[src/rtl/core/lcp_pkg.sv]
// shared constants, codes and types for the pinned lru cache
`timescale 1ns / 1ps
`default_nettype none
package lcp_pkg;
  localparam int DEPTH_DEF     = 256;
  localparam int CHANNELS_DEF  = 16;
  localparam int KEY_WIDTH_DEF = 32;

  localparam int CH_W    = 4;
  localparam int GROUP_W = 3;
  localparam int CAP_W   = 9;
  localparam int STAT_W  = 3;

  localparam logic [CAP_W-1:0]   CAP_RESET   = 9'd256;
  localparam logic [GROUP_W-1:0] GROUP_MIXED = 3'd7;

  localparam logic [STAT_W-1:0] STAT_HIT      = 3'd0;
  localparam logic [STAT_W-1:0] STAT_MISS     = 3'd1;
  localparam logic [STAT_W-1:0] STAT_PINNED   = 3'd2;
  localparam logic [STAT_W-1:0] STAT_LOADFAIL = 3'd3;
  localparam logic [STAT_W-1:0] STAT_RELEASED = 3'd4;

  localparam logic [0:0] OP_REQUEST = 1'b0;
  localparam logic [0:0] OP_RELEASE = 1'b1;

  typedef struct packed {
    logic            bind_en;
    logic            release_ch;
    logic [CH_W-1:0] ch;
  } lcp_bind_req_t;
endpackage
`default_nettype wire

[src/rtl/core/lcp_bind.sv]
// channel binding table with a parallel pinned check for one slot
`timescale 1ns / 1ps
`default_nettype none
module lcp_bind #(
  parameter int DEPTH    = lcp_pkg::DEPTH_DEF,
  parameter int CHANNELS = lcp_pkg::CHANNELS_DEF
) (
  input  wire logic                       clk_i,
  input  wire logic                       rst_ni,
  input  wire lcp_pkg::lcp_bind_req_t     req_i,
  input  wire logic [$clog2(DEPTH)-1:0]   slot_i,
  input  wire logic [$clog2(DEPTH)-1:0]   probe_i,
  output logic                            pinned_o
);
  import lcp_pkg::*;
  localparam int IDXW = $clog2(DEPTH);

  logic [CHANNELS-1:0] valid_q;
  logic [IDXW-1:0]     slot_q [CHANNELS];

  always_ff @(posedge clk_i or negedge rst_ni) begin
    if (!rst_ni) begin
      valid_q <= '0;
    end else begin
      for (int c = 0; c < CHANNELS; c++) begin
        if (int'(req_i.ch) == c) begin
          if (req_i.release_ch) begin
            valid_q[c] <= 1'b0;
          end else if (req_i.bind_en) begin
            valid_q[c] <= 1'b1;
          end
        end
      end
    end
  end

  always_ff @(posedge clk_i) begin
    for (int c = 0; c < CHANNELS; c++) begin
      if (req_i.bind_en && int'(req_i.ch) == c) begin
        slot_q[c] <= slot_i;
      end
    end
  end

  always_comb begin
    pinned_o = 1'b0;
    for (int c = 0; c < CHANNELS; c++) begin
      if (valid_q[c] && slot_q[c] == probe_i) begin
        pinned_o = 1'b1;
      end
    end
  end
endmodule
`default_nettype wire

[config.mk]
export PLATFORM = sky130hd
export DESIGN_NAME = lcp_bind
export DESIGN_NICKNAME = d
export VERILOG_FILES = /design/src/rtl/core/lcp_pkg.sv /design/src/rtl/core/lcp_bind.sv
export SDC_FILE = /design/constraint.sdc
export NUM_CORES = 1
export LEC_CHECK = 0
export ABC_AREA = 1
export BUFFER_PORTS_ARGS = -buffer_cell sky130_fd_sc_hd__buf_4
export CORE_MARGIN = 3
export CORE_UTILIZATION = 50
export DETAILED_ROUTE_END_ITERATION = 16
export PLACE_DENSITY = 0.67
export SYNTH_ARGS = -nofsm -noshare
export SYNTH_HDL_FRONTEND = slang
export SYNTH_SLANG_ARGS = --single-unit
export TNS_END_PERCENT = 50
[constraint.sdc]
create_clock -name clk_i -period 1.4 [get_ports clk_i]
set_input_delay 0.14 -clock clk_i [delete_from_list [all_inputs] [get_ports clk_i]]
set_output_delay 0.14 -clock clk_i [all_outputs]
set_load 0.02 [all_outputs]
==> reports/metrics.cfg <==
[drt]
ant_nets=0
vias=5102
dr.pass1.iters=5
postRouteWirelength_um=17600
wl_per_cell_um=18.1
via_per_inst=5.26
drc_errors=0
drt_first_iter_violations=441

[critical_path]
cp_max_fo=2
rr_worst_depth=1
worstSetupEndpointType=primary output
slowest_stage=edfxtp_1
crit_arrival_ns=1.78
r2r_slack_ns=0.73
rr_endpoint=valid_q[14]$_DFFE_PN0P_
r2r-start=valid_q[14]$_DFFE_PN0P_
critical_path.top_delay_family=simple AND/OR/NAND/NOR gates
cp.depth=10
crit_required_ns=1.26
crit_chain=nand2_1 > nand2_1 > nor2_1 > nand3_1 > nor2_1 > nor2_1 > nand2_1 > nor2_1 > nand2_1 > buf_6
cpPeakStageDelay_ns=0.40
cp_num_buf_inv=1
cp-endpoint=pinned_o
crit_type=reg -> out
setup.worst_path.start_class=register
cp-startpoint=slot_q[0][24]$_DFFE_PP_

[power]
p_per_area_nw_per_um2=1300
p_clk_share_pct=44.0
leakage_nw=3.49
p_int_mw=8.20
power.switching_mw=2.36
comb_power_share_pct=9.1
seqPwrFrac_pct=47.0
switching_share_pct=22.3
ir_drop_uv=831

[placed_design]
portBuffers=24
place_hpwl_um=11400
globalplace.congestion=0.879

[logic_synthesis]
ys_ff_latch=144
synth_fp_nets=736
syn_inst=712
ys.flop_type=edfxtp_1
ys_types=26
synth-seq-area-share_pct=62.3
syn_area_per_cell_um2=9.57
async_reset_ff_share_pct=11.1
synth_edf_count=128
yosys_warnings=0
syn-cell-area_um2=6810

[cts]
cts_made_buffers=17
cts_tree=yes
clkTransAtPathRegs_ns=0.06
cts_sinks=144
clockBufferDepth=2
clock_latency_ns=0.43
root_buffer=clkbuf_16
htree_levels=4

[hold_path]
holdCritStartpoint=req_i[3]
min_path_type=in -> reg

[timing]
clock.fmax_mhz=521
finalCritPeriodShare_pct=137
finalSetupTns_ns=-0.521
hold_ws_ns=0.0653
setup_ws_ns=-0.521
worst_pin_slew_ns=0.418
fin_crit_ns=1.92
grt_setup_unrepaired=true
hold_viol=0
relSlewSlack_pct=72.1
skew_ns=0
setup_viol=1
slew_violations=0

[die]
die_h_um=123
pin_count=25
die-area_um2=15100
initial_utilization_pct=51.2
fp.dieW_um=123
row_count=42
core_region_area_um2=13300

[final_layout]
final_common_cell=nand2_1
diodes=0
fin_nets=805
syn_to_final_growth_pct=19.6
final.fill_count=1059
seq_area_um2=4240
final_cell_mix=nand2_1 (217), edfxtp_1 (128), nor2_1 (108), inv_1 (79), buf_4 (64)
multiInputGateArea_um2=2110
drive_gt1_share_pct=14.4

[global_route]
grt_pass1_vias=4945
grt_pass1_wl_um=27000
grt_overflow=0
grt_max_degree=22
antenna_found_initial=0
grt_use_total_pct=24.7

[run_status]
outcome=finished with violations
violations=negative setup slack

[flow_run]
timing.max_cap.violations=0

## flip-flops by register name, summed over array words and instances, names as in the netlist
signal	count
slot_q	128
valid_q	16
## metrics by stage
step | power (mW) | util (%) | std cells | instance area, µm² | setup slack (ns)
3_3_place_gp | 5.96 | 56.5 | 937 | 7520 | -0.266
2_1_floorplan | 5.56 | - | 712 | 6810 | -0.124
5_1_grt | 10.9 | 61.3 | 970 | 8150 | -0.612
3_5_place_dp | 5.98 | 56.5 | 937 | 7520 | -0.246
6_report | 10.6 | 61.3 | 970 | 8150 | -0.521
4_1_cts | 10.6 | 61.2 | 970 | 8140 | -0.537
## synthesized netlist by cell type (7+ instances only)
cell	instances	area share (%)
nand2_1	218	12
edfxtp_1	128	56
nor2_1	113	6.2
inv_1	79	4.4
xnor2_1	24	3.1
nand3_1	23	1.7
o21ai_0	17	1.2
dfrtp_1	16	5.9
nor3_1	16	1.2
a2bb2oi_1	14	1.8
a21boi_0	10	1.1
buf_2	9	0.66
o21ai_1	7	0.51
## worst min-delay path, cell delays in order
cell	delay [ns]
buf_4	0.10
nor2_1	0.05
nand3_1	0.06
o21a_1	0.11
## routing by layer
metal  GRT usage (%)  vias up  routed length, µm
met5               0        -                  0
met4            10.4        0                488
met3            4.65       39               1270
met2            40.1      200               8620
met1            32.7     2428               7230
li1                -     2435                  -
## cell families (layout without fill, tap and decap cells)
group / count (synthesis) / count (layout) / synth area share (%)
buffers and inverters: 108 / 190 / 7.09
DFF: 144 / 144 / 62.3
and+or+nand+nor: 383 / 383 / 22.4
AOI/OAI and AO/OA: 51 / 51 / 4.92
xor gates and xnor gates: 26 / 26 / 3.34
## power groups by stage
stage,combinational (mW),sequential (mW),clock [mW]
after global routing,1.05,4.98,4.87
after detailed placement,0.945,5.04,0
after floorplan,0.544,5.01,0
after global placement,0.921,5.04,0
after CTS,0.957,4.96,4.68
final,0.957,4.96,4.64
## repair_timing
action	CTS	global route
setup endpoints to repair	1	1
hold buffers	1	0
gates resized for setup	5	5
pin swaps	1	1
hold endpoints to repair	16	0
setup buffers	0	0
## how the worst min path moves through the flow
stage                                   end  slack (ns)  depth (start not counted)
floorplan            valid_q[0]$_DFFE_PN0P_       -0.16                          0
global placement    valid_q[13]$_DFFE_PN0P_        0.04                          1
detailed placement  valid_q[12]$_DFFE_PN0P_        0.04                          1
CTS                  valid_q[0]$_DFFE_PN0P_        0.06                          4
global route        valid_q[12]$_DFFE_PN0P_        0.07                          2
finish               valid_q[0]$_DFFE_PN0P_        0.07                          4
## area by class of cell
class / instances / share of cell area [%]
Clock inverter: 14 / 2.09
Inverter: 84 / 3.90
Tap cell: 176 / 2.70
Timing Repair Buffer: 74 / 8.12
Sequential cell: 144 / 52.1
Multi-Input combinational cell: 460 / 25.9
Clock buffer: 18 / 5.27
Note: power is estimated with default switching activity, not from simulation.
